**config.mk**
```make
export PLATFORM = sky130hd
export DESIGN_NAME = timestamped_record_parser_top
export DESIGN_NICKNAME = d
export VERILOG_FILES = /design/src/rtl/core/tsrp_pkg.sv /design/src/rtl/core/tsrp_parser.sv /design/src/rtl/core/timestamped_record_parser_top.sv
export SDC_FILE = /design/constraint.sdc
export NUM_CORES = 1
export LEC_CHECK = 0
export BUFFER_PORTS_ARGS = -buffer_cell sky130_fd_sc_hd__buf_2
export CORE_MARGIN = 5
export CORE_UTILIZATION = 60
export CTS_BUF_LIST = sky130_fd_sc_hd__clkbuf_4 sky130_fd_sc_hd__clkbuf_8
export CTS_CLUSTER_SIZE = 24
export DETAILED_ROUTE_END_ITERATION = 8
export PLACE_DENSITY = 0.78
export SETUP_SLACK_MARGIN = 0.4
export SLEW_MARGIN = 20
export SYNTH_ARGS = -nofsm -noshare
export SYNTH_HDL_FRONTEND = slang
export SYNTH_HIERARCHICAL = 1
export SYNTH_SLANG_ARGS = --single-unit
export TNS_END_PERCENT = 20
```
**constraint.sdc**
```tcl
create_clock -name i_clk -period 8.4 [get_ports i_clk]
set_input_delay 0.42 -clock i_clk [delete_from_list [all_inputs] [get_ports i_clk]]
set_output_delay 0.42 -clock i_clk [all_outputs]
set_load 0.01 [all_outputs]
```
**src/rtl/core/tsrp_pkg.sv**
```systemverilog
// Shared types, character codes and limits for the timestamped record parser.
`timescale 1ns / 1ps
`default_nettype none

package tsrp_pkg;

    localparam int LINE_COUNT_BITS = 24;
    localparam int S_DATA_W        = 8;
    localparam int M_DATA_W        = 96;

    localparam logic [23:0] LINE_SHOWN_MAX = 24'((64'(1) << LINE_COUNT_BITS) - 64'(1));

    localparam logic [7:0] CHR_NL    = 8'h0A;
    localparam logic [7:0] CHR_SPACE = 8'h20;
    localparam logic [7:0] CHR_MINUS = 8'h2D;
    localparam logic [7:0] CHR_ZERO  = 8'h30;
    localparam logic [7:0] CHR_NINE  = 8'h39;
    localparam logic [7:0] CHR_SEMI  = 8'h3B;

    localparam logic [2:0] FLD_YEAR   = 3'd0;
    localparam logic [2:0] FLD_MONTH  = 3'd1;
    localparam logic [2:0] FLD_DAY    = 3'd2;
    localparam logic [2:0] FLD_HOUR   = 3'd3;
    localparam logic [2:0] FLD_MINUTE = 3'd4;
    localparam logic [2:0] FLD_TEMP   = 3'd5;
    localparam logic [2:0] POS_MAX    = 3'd7;

    localparam logic [2:0] YEAR_DIGITS_LAST  = 3'd3;
    localparam logic [2:0] SHORT_DIGITS_LAST = 3'd1;

    localparam logic [7:0]  MONTH_MAX      = 8'd12;
    localparam logic [7:0]  DAY_MAX_LONG   = 8'd31;
    localparam logic [7:0]  DAY_MAX_SHORT  = 8'd30;
    localparam logic [7:0]  DAY_MAX_FEB    = 8'd29;
    localparam logic [7:0]  HOUR_MAX       = 8'd24;
    localparam logic [7:0]  MINUTE_MAX     = 8'd60;
    localparam logic signed [15:0] TEMP_MAX = 16'sd99;
    localparam logic signed [15:0] TEMP_MIN = -16'sd99;

    typedef enum logic [2:0] {
        ERR_NONE   = 3'd0,
        ERR_YEAR   = 3'd1,
        ERR_MONTH  = 3'd2,
        ERR_DAY    = 3'd3,
        ERR_HOUR   = 3'd4,
        ERR_MINUTE = 3'd5,
        ERR_TEMP   = 3'd6,
        ERR_EXTRA  = 3'd7
    } t_err_code;

    typedef struct packed {
        logic        record_ok;
        logic [15:0] year;
        logic [7:0]  month;
        logic [7:0]  day;
        logic [7:0]  hour;
        logic [7:0]  minute;
        logic [15:0] temp;
        t_err_code   err;
        logic [23:0] line;
    } t_record;

    function automatic logic [15:0] year_weight(input logic [2:0] pos);
        case (pos)
            3'd0:    year_weight = 16'd1000;
            3'd1:    year_weight = 16'd100;
            3'd2:    year_weight = 16'd10;
            default: year_weight = 16'd1;
        endcase
    endfunction

endpackage

`default_nettype wire

```
**src/rtl/core/tsrp_parser.sv**
```systemverilog
// Per-line parse state, field accumulators and line-end checks.
`timescale 1ns / 1ps
`default_nettype none

module tsrp_parser
    import tsrp_pkg::*;
(
    input  wire logic       i_clk,
    input  wire logic       i_rst_n,
    input  wire logic       i_step,
    input  wire logic [7:0] i_char,
    output logic            o_emit,
    output t_record         o_rec
);

    logic [2:0]                 r_field_pos, n_field_pos;
    logic [2:0]                 r_digit_pos, n_digit_pos;
    logic [15:0]                r_year, n_year;
    logic [7:0]                 r_month, n_month;
    logic [7:0]                 r_day, n_day;
    logic [7:0]                 r_hour, n_hour;
    logic [7:0]                 r_minute, n_minute;
    logic [15:0]                r_temp, n_temp;
    logic                       r_neg, n_neg;
    logic                       r_line_err, n_line_err;
    t_err_code                  r_last_err, n_last_err;
    logic [LINE_COUNT_BITS-1:0] r_line_cnt, n_line_cnt;

    logic [7:0]  c;
    logic [7:0]  d;
    logic        is_digit;
    logic        first;
    logic [15:0] tv;
    logic        e_flag;
    t_err_code   e_code;
    logic [7:0]  day_lim;
    logic        day_chk;
    logic [31:0] cnt_ext;

    function automatic logic [7:0] dec8(input logic [7:0] acc, input logic [3:0] dd,
                                        input logic is_first);
        logic [7:0] ext;
        ext = {4'd0, dd};
        if (is_first) begin
            dec8 = ext;
        end else begin
            dec8 = (acc << 3) + (acc << 1) + ext;
        end
    endfunction

    assign c        = (i_char == CHR_SPACE) ? CHR_ZERO : i_char;
    assign d        = c - CHR_ZERO;
    assign is_digit = (c >= CHR_ZERO) && (c <= CHR_NINE);
    assign first    = (r_digit_pos == 3'd0);
    assign o_emit   = (c == CHR_NL);

    always_comb begin
        n_field_pos = r_field_pos;
        n_digit_pos = r_digit_pos;
        n_year      = r_year;
        n_month     = r_month;
        n_day       = r_day;
        n_hour      = r_hour;
        n_minute    = r_minute;
        n_temp      = r_temp;
        n_neg       = r_neg;
        n_line_err  = r_line_err;
        n_last_err  = r_last_err;
        n_line_cnt  = r_line_cnt;
        tv          = {8'd0, c} - {8'd0, CHR_ZERO};
        if (i_step) begin
            if (c == CHR_NL) begin
                n_field_pos = FLD_YEAR;
                n_digit_pos = 3'd0;
                n_year      = '0;
                n_month     = '0;
                n_day       = '0;
                n_hour      = '0;
                n_minute    = '0;
                n_temp      = '0;
                n_neg       = 1'b0;
                n_line_err  = 1'b0;
                n_last_err  = ERR_NONE;
                n_line_cnt  = r_line_cnt + 1'b1;
            end else if (c == CHR_SEMI) begin
                n_digit_pos = 3'd0;
                if (r_field_pos != POS_MAX) begin
                    n_field_pos = r_field_pos + 3'd1;
                end
            end else begin
                if (is_digit) begin
                    case (r_field_pos)
                        FLD_YEAR: begin
                            if (r_digit_pos > YEAR_DIGITS_LAST) begin
                                n_line_err = 1'b1;
                                n_last_err = ERR_YEAR;
                            end
                            n_year = r_year + 16'({12'd0, d[3:0]} * year_weight(r_digit_pos));
                        end
                        FLD_MONTH: begin
                            if (r_digit_pos > SHORT_DIGITS_LAST) begin
                                n_line_err = 1'b1;
                                n_last_err = ERR_MONTH;
                            end
                            n_month = dec8(r_month, d[3:0], first);
                        end
                        FLD_DAY: begin
                            if (r_digit_pos > SHORT_DIGITS_LAST) begin
                                n_line_err = 1'b1;
                                n_last_err = ERR_DAY;
                            end
                            n_day = dec8(r_day, d[3:0], first);
                        end
                        FLD_HOUR: begin
                            if (r_digit_pos > SHORT_DIGITS_LAST) begin
                                n_line_err = 1'b1;
                                n_last_err = ERR_HOUR;
                            end
                            n_hour = dec8(r_hour, d[3:0], first);
                        end
                        FLD_MINUTE: begin
                            if (r_digit_pos > SHORT_DIGITS_LAST) begin
                                n_line_err = 1'b1;
                                n_last_err = ERR_MINUTE;
                            end
                            n_minute = dec8(r_minute, d[3:0], first);
                        end
                        default: begin
                        end
                    endcase
                end else if (r_field_pos < FLD_TEMP) begin
                    n_line_err = 1'b1;
                    n_last_err = t_err_code'(r_field_pos + 3'd1);
                end
                // Every temperature byte except the sign is accumulated as a digit.
                if (r_field_pos == FLD_TEMP) begin
                    if (c == CHR_MINUS) begin
                        n_neg = 1'b1;
                    end else begin
                        if (r_neg) begin
                            tv = 16'd0 - tv;
                        end
                        if (!first) begin
                            tv = tv + (r_temp << 3) + (r_temp << 1);
                        end
                        n_temp = tv;
                    end
                end
                if (r_digit_pos != POS_MAX) begin
                    n_digit_pos = r_digit_pos + 3'd1;
                end
            end
        end
    end

    // Line-end checks; a later check overrides an earlier one.
    always_comb begin
        e_flag  = 1'b0;
        e_code  = ERR_NONE;
        day_chk = 1'b1;
        case (r_month) inside
            8'd1, 8'd3, 8'd5, 8'd7, 8'd8, 8'd10, 8'd12: day_lim = DAY_MAX_LONG;
            8'd4, 8'd6, 8'd9, 8'd11:                    day_lim = DAY_MAX_SHORT;
            8'd2:                                       day_lim = DAY_MAX_FEB;
            default: begin
                day_lim = DAY_MAX_LONG;
                day_chk = 1'b0;
            end
        endcase
        if ((r_month > MONTH_MAX) || (r_month == 8'd0)) begin
            e_flag = 1'b1;
            e_code = ERR_MONTH;
        end
        if (day_chk && ((r_day > day_lim) || (r_day == 8'd0))) begin
            e_flag = 1'b1;
            e_code = ERR_DAY;
        end
        if (r_hour > HOUR_MAX) begin
            e_flag = 1'b1;
            e_code = ERR_HOUR;
        end
        if (r_minute > MINUTE_MAX) begin
            e_flag = 1'b1;
            e_code = ERR_MINUTE;
        end
        if (($signed(r_temp) > TEMP_MAX) || ($signed(r_temp) < TEMP_MIN)) begin
            e_flag = 1'b1;
            e_code = ERR_TEMP;
        end
        if (r_field_pos > FLD_TEMP) begin
            e_flag = 1'b1;
            e_code = ERR_EXTRA;
        end
    end

    assign cnt_ext = 32'(r_line_cnt);

    always_comb begin
        o_rec.record_ok = !(r_line_err || e_flag);
        o_rec.year      = r_year;
        o_rec.month     = r_month;
        o_rec.day       = r_day;
        o_rec.hour      = r_hour;
        o_rec.minute    = r_minute;
        o_rec.temp      = r_temp;
        o_rec.err       = e_flag ? e_code : (r_line_err ? r_last_err : ERR_NONE);
        o_rec.line      = cnt_ext[23:0];
    end

    always_ff @(posedge i_clk) begin
        if (!i_rst_n) begin
            r_field_pos <= FLD_YEAR;
            r_digit_pos <= 3'd0;
            r_year      <= '0;
            r_month     <= '0;
            r_day       <= '0;
            r_hour      <= '0;
            r_minute    <= '0;
            r_temp      <= '0;
            r_neg       <= 1'b0;
            r_line_err  <= 1'b0;
            r_last_err  <= ERR_NONE;
            r_line_cnt  <= '0;
        end else begin
            r_field_pos <= n_field_pos;
            r_digit_pos <= n_digit_pos;
            r_year      <= n_year;
            r_month     <= n_month;
            r_day       <= n_day;
            r_hour      <= n_hour;
            r_minute    <= n_minute;
            r_temp      <= n_temp;
            r_neg       <= n_neg;
            r_line_err  <= n_line_err;
            r_last_err  <= n_last_err;
            r_line_cnt  <= n_line_cnt;
        end
    end

endmodule

`default_nettype wire

```
**src/rtl/core/timestamped_record_parser_top.sv**
```systemverilog
// A newline byte is registered at the input, then its record word at the output.
// Throughput: one text byte per cycle; the input register feeds the parser and the
// output register holds a record while the next bytes keep flowing in.
// Only a newline that meets a full, stalled output register holds the input side.
// Reset is synchronous and active low; it clears the line state and line counter.
`timescale 1ns / 1ps
`default_nettype none

module timestamped_record_parser_top
    import tsrp_pkg::*;
(
    input  wire logic                i_clk,
    input  wire logic                i_rst_n,
    input  wire logic                i_s_tvalid,
    output logic                     o_s_tready,
    input  wire logic [S_DATA_W-1:0] i_s_tdata,  // [7:0] char_in
    output logic                     o_m_tvalid,
    input  wire logic                i_m_tready,
    // [15:0] year_value, [23:16] month_value, [31:24] day_value, [39:32] hour_value,
    // [47:40] minute_value, [63:48] temperature_value, [66:64] error_field,
    // [90:67] line_number, [95:91] zero
    output logic [M_DATA_W-1:0]      o_m_tdata,
    output logic                     o_m_tuser   // [0] record_ok
);

    logic       r_in_valid;
    logic [7:0] r_in_char;
    logic       r_out_valid;
    t_record    r_out_rec;

    logic    emit;
    logic    out_free;
    logic    adv;
    t_record rec;

    tsrp_parser u_parser (
        .i_clk   (i_clk),
        .i_rst_n (i_rst_n),
        .i_step  (adv),
        .i_char  (r_in_char),
        .o_emit  (emit),
        .o_rec   (rec)
    );

    assign out_free   = !r_out_valid || i_m_tready;
    assign adv        = r_in_valid && (!emit || out_free);
    assign o_s_tready = !r_in_valid || adv;

    always_ff @(posedge i_clk) begin
        if (!i_rst_n) begin
            r_in_valid <= 1'b0;
        end else if (o_s_tready) begin
            r_in_valid <= i_s_tvalid;
        end
    end

    always_ff @(posedge i_clk) begin
        if (i_s_tvalid && o_s_tready) begin
            r_in_char <= i_s_tdata;
        end
    end

    always_ff @(posedge i_clk) begin
        if (!i_rst_n) begin
            r_out_valid <= 1'b0;
        end else if (adv && emit) begin
            r_out_valid <= 1'b1;
        end else if (i_m_tready) begin
            r_out_valid <= 1'b0;
        end
    end

    always_ff @(posedge i_clk) begin
        if (adv && emit) begin
            r_out_rec <= rec;
        end
    end

    assign o_m_tvalid = r_out_valid;
    assign o_m_tuser  = r_out_rec.record_ok;
    assign o_m_tdata  = {5'd0, r_out_rec.line, r_out_rec.err, r_out_rec.temp,
                         r_out_rec.minute, r_out_rec.hour, r_out_rec.day,
                         r_out_rec.month, r_out_rec.year};

endmodule

`default_nettype wire

```
==> summary.md <==
| Metric | Value |
|---|---|
| Run status | finished clean |
| Synth warn | 6 |
| Placed Area | 0.0128 sq mm |
| CTS Buffer Depth | 3 |
| 1st-iter DRT viols | 593 |
| Sequential fraction of the synthesis area | 0.416 |
| Yosys reg bits | 201 |
| Critical-path cell list | inv_1 > ha_1 > nor3b_1 > a31oi_1 > inv_1 > ha_1 > xor2_1 > nand2_1 > a211oi_2 > o21ai_0 > fa_1 > ha_1 > and3_1 > and2_1 > a2111oi_0 > nor3_1 > a2111oi_1 |
| Cell taking the most area after synthesis | edfxtp_1 |
| Chip height | 152 um |
| Initial antenna violation count | 0 |
| Slowest stage cell, crit path | o21ai_0 |
| Clock Latency Late Sink | 0.52 ns |
| DR WL/cell | 16.4 um |
| Design area | 0.0135 sq mm |
| Hpwl dp | 18.7 mm |
| ANT cells | 0 |
| DR WL met2 | 12.4 mm |
| Clock-pin slew on the worst setup and hold paths | 0.06 ns |
| Gpl congestion | 0.903 |
| Crit path from | r_in_char[1] |
| Synth cell types | 82 |
| Die footprint | 0.0231 sq mm |
| Ports | 111 |
| Mean Syn Cell Area | 9.95 sq um |
| Row cnt | 52 |
| First-pass GRT wire length | 43.8 mm |
| Top_reg_cell synth | dfxtp_1 |
| Pins Over Slew Limit | 0 |
| CP max stage delay | 0.88 ns |
| CTS tree | built |
| Vias per cell | 5.73 |
| Antenna viol nets, final | 0 |
| Most frequent CP cell | ha_1 |
| Crit Path Class | register to register |
| Relative slew slack | 0.261 |
| Synth top area cells | edfxtp_1 (25%), dfxtp_1 (17%), ha_1 (11%), fa_1 (7.5%), a21oi_1 (3.8%) |
| Top-count cell post-synth | inv_1 |
| P_int | 1.65 mW |
| Leak pwr | 5.96 nW |
| Crit. End Element | register |
| Root buf cell | clkbuf_8 |
| FF-to-FF Start | r_in_char[1] |
| Number of global-route vias before repair | 9094 |
| GRT overflow | 0 |
| Initial Utilization | 0.603 |
| Worst hold path type | input port to register |
| CP Data Required Time | 8.81 ns |
| Buf+Inv Stages, Crit Path | 2 |
| Fmax | 0.164 GHz |
| CTS Buf Count | 34 |
| Final setup vio count | 0 |
| Synth top area share | 0.248 |
| Setup_tns | 0 ns |
| RSZ-0062 raised after global routing | false |
| Die X | 152 um |
| Clock Skew | 0.0138 ns |
| Post_cts resized | 0 |
| Hold buffers post-CTS | 0 |
| Port Buffers | 105 |
| Min cycle time layout | 6.09 ns |
| MaxCap Viol Count | 0 |
| Largest delay contributor family on the critical path | compound AO/OA/AOI/OAI gates |
| Post-synth top cells | inv_1 (108), ha_1 (105), dfxtp_1 (101) |
| Total GRT Usage | 0.223 |
| Final period util | 0.725 |
| Highest metal used | met4 |
| Num Clock Sinks | 201 |
| Post-CTS setup buffers | 0 |
| Async set or reset register ratio after synthesis | 0 |
| Wl on met1 | 11.7 mm |
| Mapped cell area | 0.0121 sq mm |
| CTS HTree Levels | 2 |
| Crit Path Max Fanout | 12 |
| Initial DRT Pass Iterations | 5 |
| Arr. time, crit path | 6.50 ns |
| Met3 routed WL | 1.62 mm |
| Peak VDD IR | 0.0000922 V |
| Post-Route WL | 26.4 mm |
| Setup crit start kind | register |
| EDFF count, synth | 100 |
| Share of layout cells above drive strength 1 | 0.135 |
| Logic pwr share | 0.159 |
| Clock Power Share | 0.381 |
| Psw | 0.613 mW |
| Sequential share of power | 0.461 |
| Hold path startpoint | i_s_tdata[4] |
| Final net count | 1482 |
| Final Hold Vio Count | 0 |
| Cells after synthesis | 1215 |
| Fraction of power spent switching nets | 0.271 |
| Core ar. | 0.0200 sq mm |
| Drt drc | 0 |
| Pin count of the biggest net entering global routing | 82 |
| Via count | 9244 |
| Worst slew pin tran | 1.10 ns |
| Power per cell area | 168 mW/mm^2 |
| Layout area overhead | 11.4% |
[placed cells by master (no fill, tap or decap), types with 7 or more instances in the layout]
master,Yosys,final
a211oi_1,14,14
a21o_1,21,21
a21oi_1,92,92
a31oi_1,8,8
and2_1,11,11
and3_1,17,17
buf_2,5,105
clkbuf_4,0,14
clkbuf_8,0,35
dfxtp_1,101,101
edfxtp_1,100,100
fa_1,45,45
ha_1,105,105
inv_1,108,108
mux2i_1,14,14
nand2_1,96,96
nand3_1,48,48
nand4_1,19,19
nor2_1,88,87
nor3_1,29,29
o211ai_1,14,14
o21a_1,7,7
o21ai_0,48,48
o21bai_1,8,8
or3_1,16,16
or4_1,8,8
xnor2_1,31,31
xor2_1,30,30
[cell type report]
cell class / count / area, sq um
clock buffer: 49 / 587
fill: 1626 / 6580
clock inverter: 10 / 76.3
tap: 270 / 338
sequential: 201 / 5020
inverter: 109 / 409
multi-input combinational: 865 / 6470
timing repair buffer: 109 / 556
[power groups by stage]
stage	clock (mW)	combinational (mW)	sequential, mW
2_1_floorplan	0	0.290	1.05
4_1_cts	0.886	0.357	1.04
3_5_place_dp	0	0.354	1.06
5_1_grt	0.939	0.411	1.04
6_report	0.861	0.359	1.04
3_3_place_gp	0	0.343	1.06
[worst paths after layout]
kind                         endpoint  slack, ns  cells past startpoint
setup reg to reg  u_parser/r_temp[15]       2.31                     17
hold / removal           r_in_char[4]       0.08                      1
hold reg to reg         o_m_tdata[12]       0.44                      0
setup / recovery  u_parser/r_temp[15]       2.31                     17
[routing by layer]
metal	GRT usage	vias to the layer above
met1	0.299	4392
met3	0.0458	53
met2	0.368	277
met5	0	-
li1	-	4522
met4	0.0706	0
[kinds of logic after synthesis]
kind of cell | synth area share
and+or+nand+nor | 0.152
adders and majority gates | 0.183
buffers and inverters | 0.0506
AOI/OAI and AO/OA | 0.142
xor gates and xnor gates | 0.0442
other | 0.000310
muxes | 0.0125
DFF | 0.416
[registers in the layout, indices dropped and copies added, names as in the netlist]
| signal | count |
|---|---|
| u_parser/r_field_pos | 3 |
| u_parser/r_minute | 8 |
| u_parser/r_digit_pos | 3 |
| u_parser/r_day | 8 |
| u_parser/r_temp | 16 |
| o_m_tdata | 91 |
| u_parser/r_neg | 1 |
| u_parser/r_line_err | 1 |
| o_m_tuser | 1 |
| r_in_valid | 1 |
| u_parser/r_year | 16 |
| u_parser/r_last_err | 3 |
| u_parser/r_hour | 8 |
| u_parser/r_month | 8 |
| r_in_char | 8 |
| u_parser/r_line_cnt | 24 |
| o_m_tvalid | 1 |
[per-stage QoR]
stage,utilization,setup slack (ns),cells,hold slack [ns],power [mW]
after floorplan,-,2.41,1219,0.408,1.34
after global placement,0.639,2.82,1554,0.441,1.41
after detailed placement,0.639,2.57,1554,0.430,1.42
after CTS,0.672,2.51,1613,0.0532,2.29
after global routing,0.672,1.99,1613,0.0489,2.39
final,0.672,2.31,1613,0.0757,2.26
(Power assumes the default switching activity.)
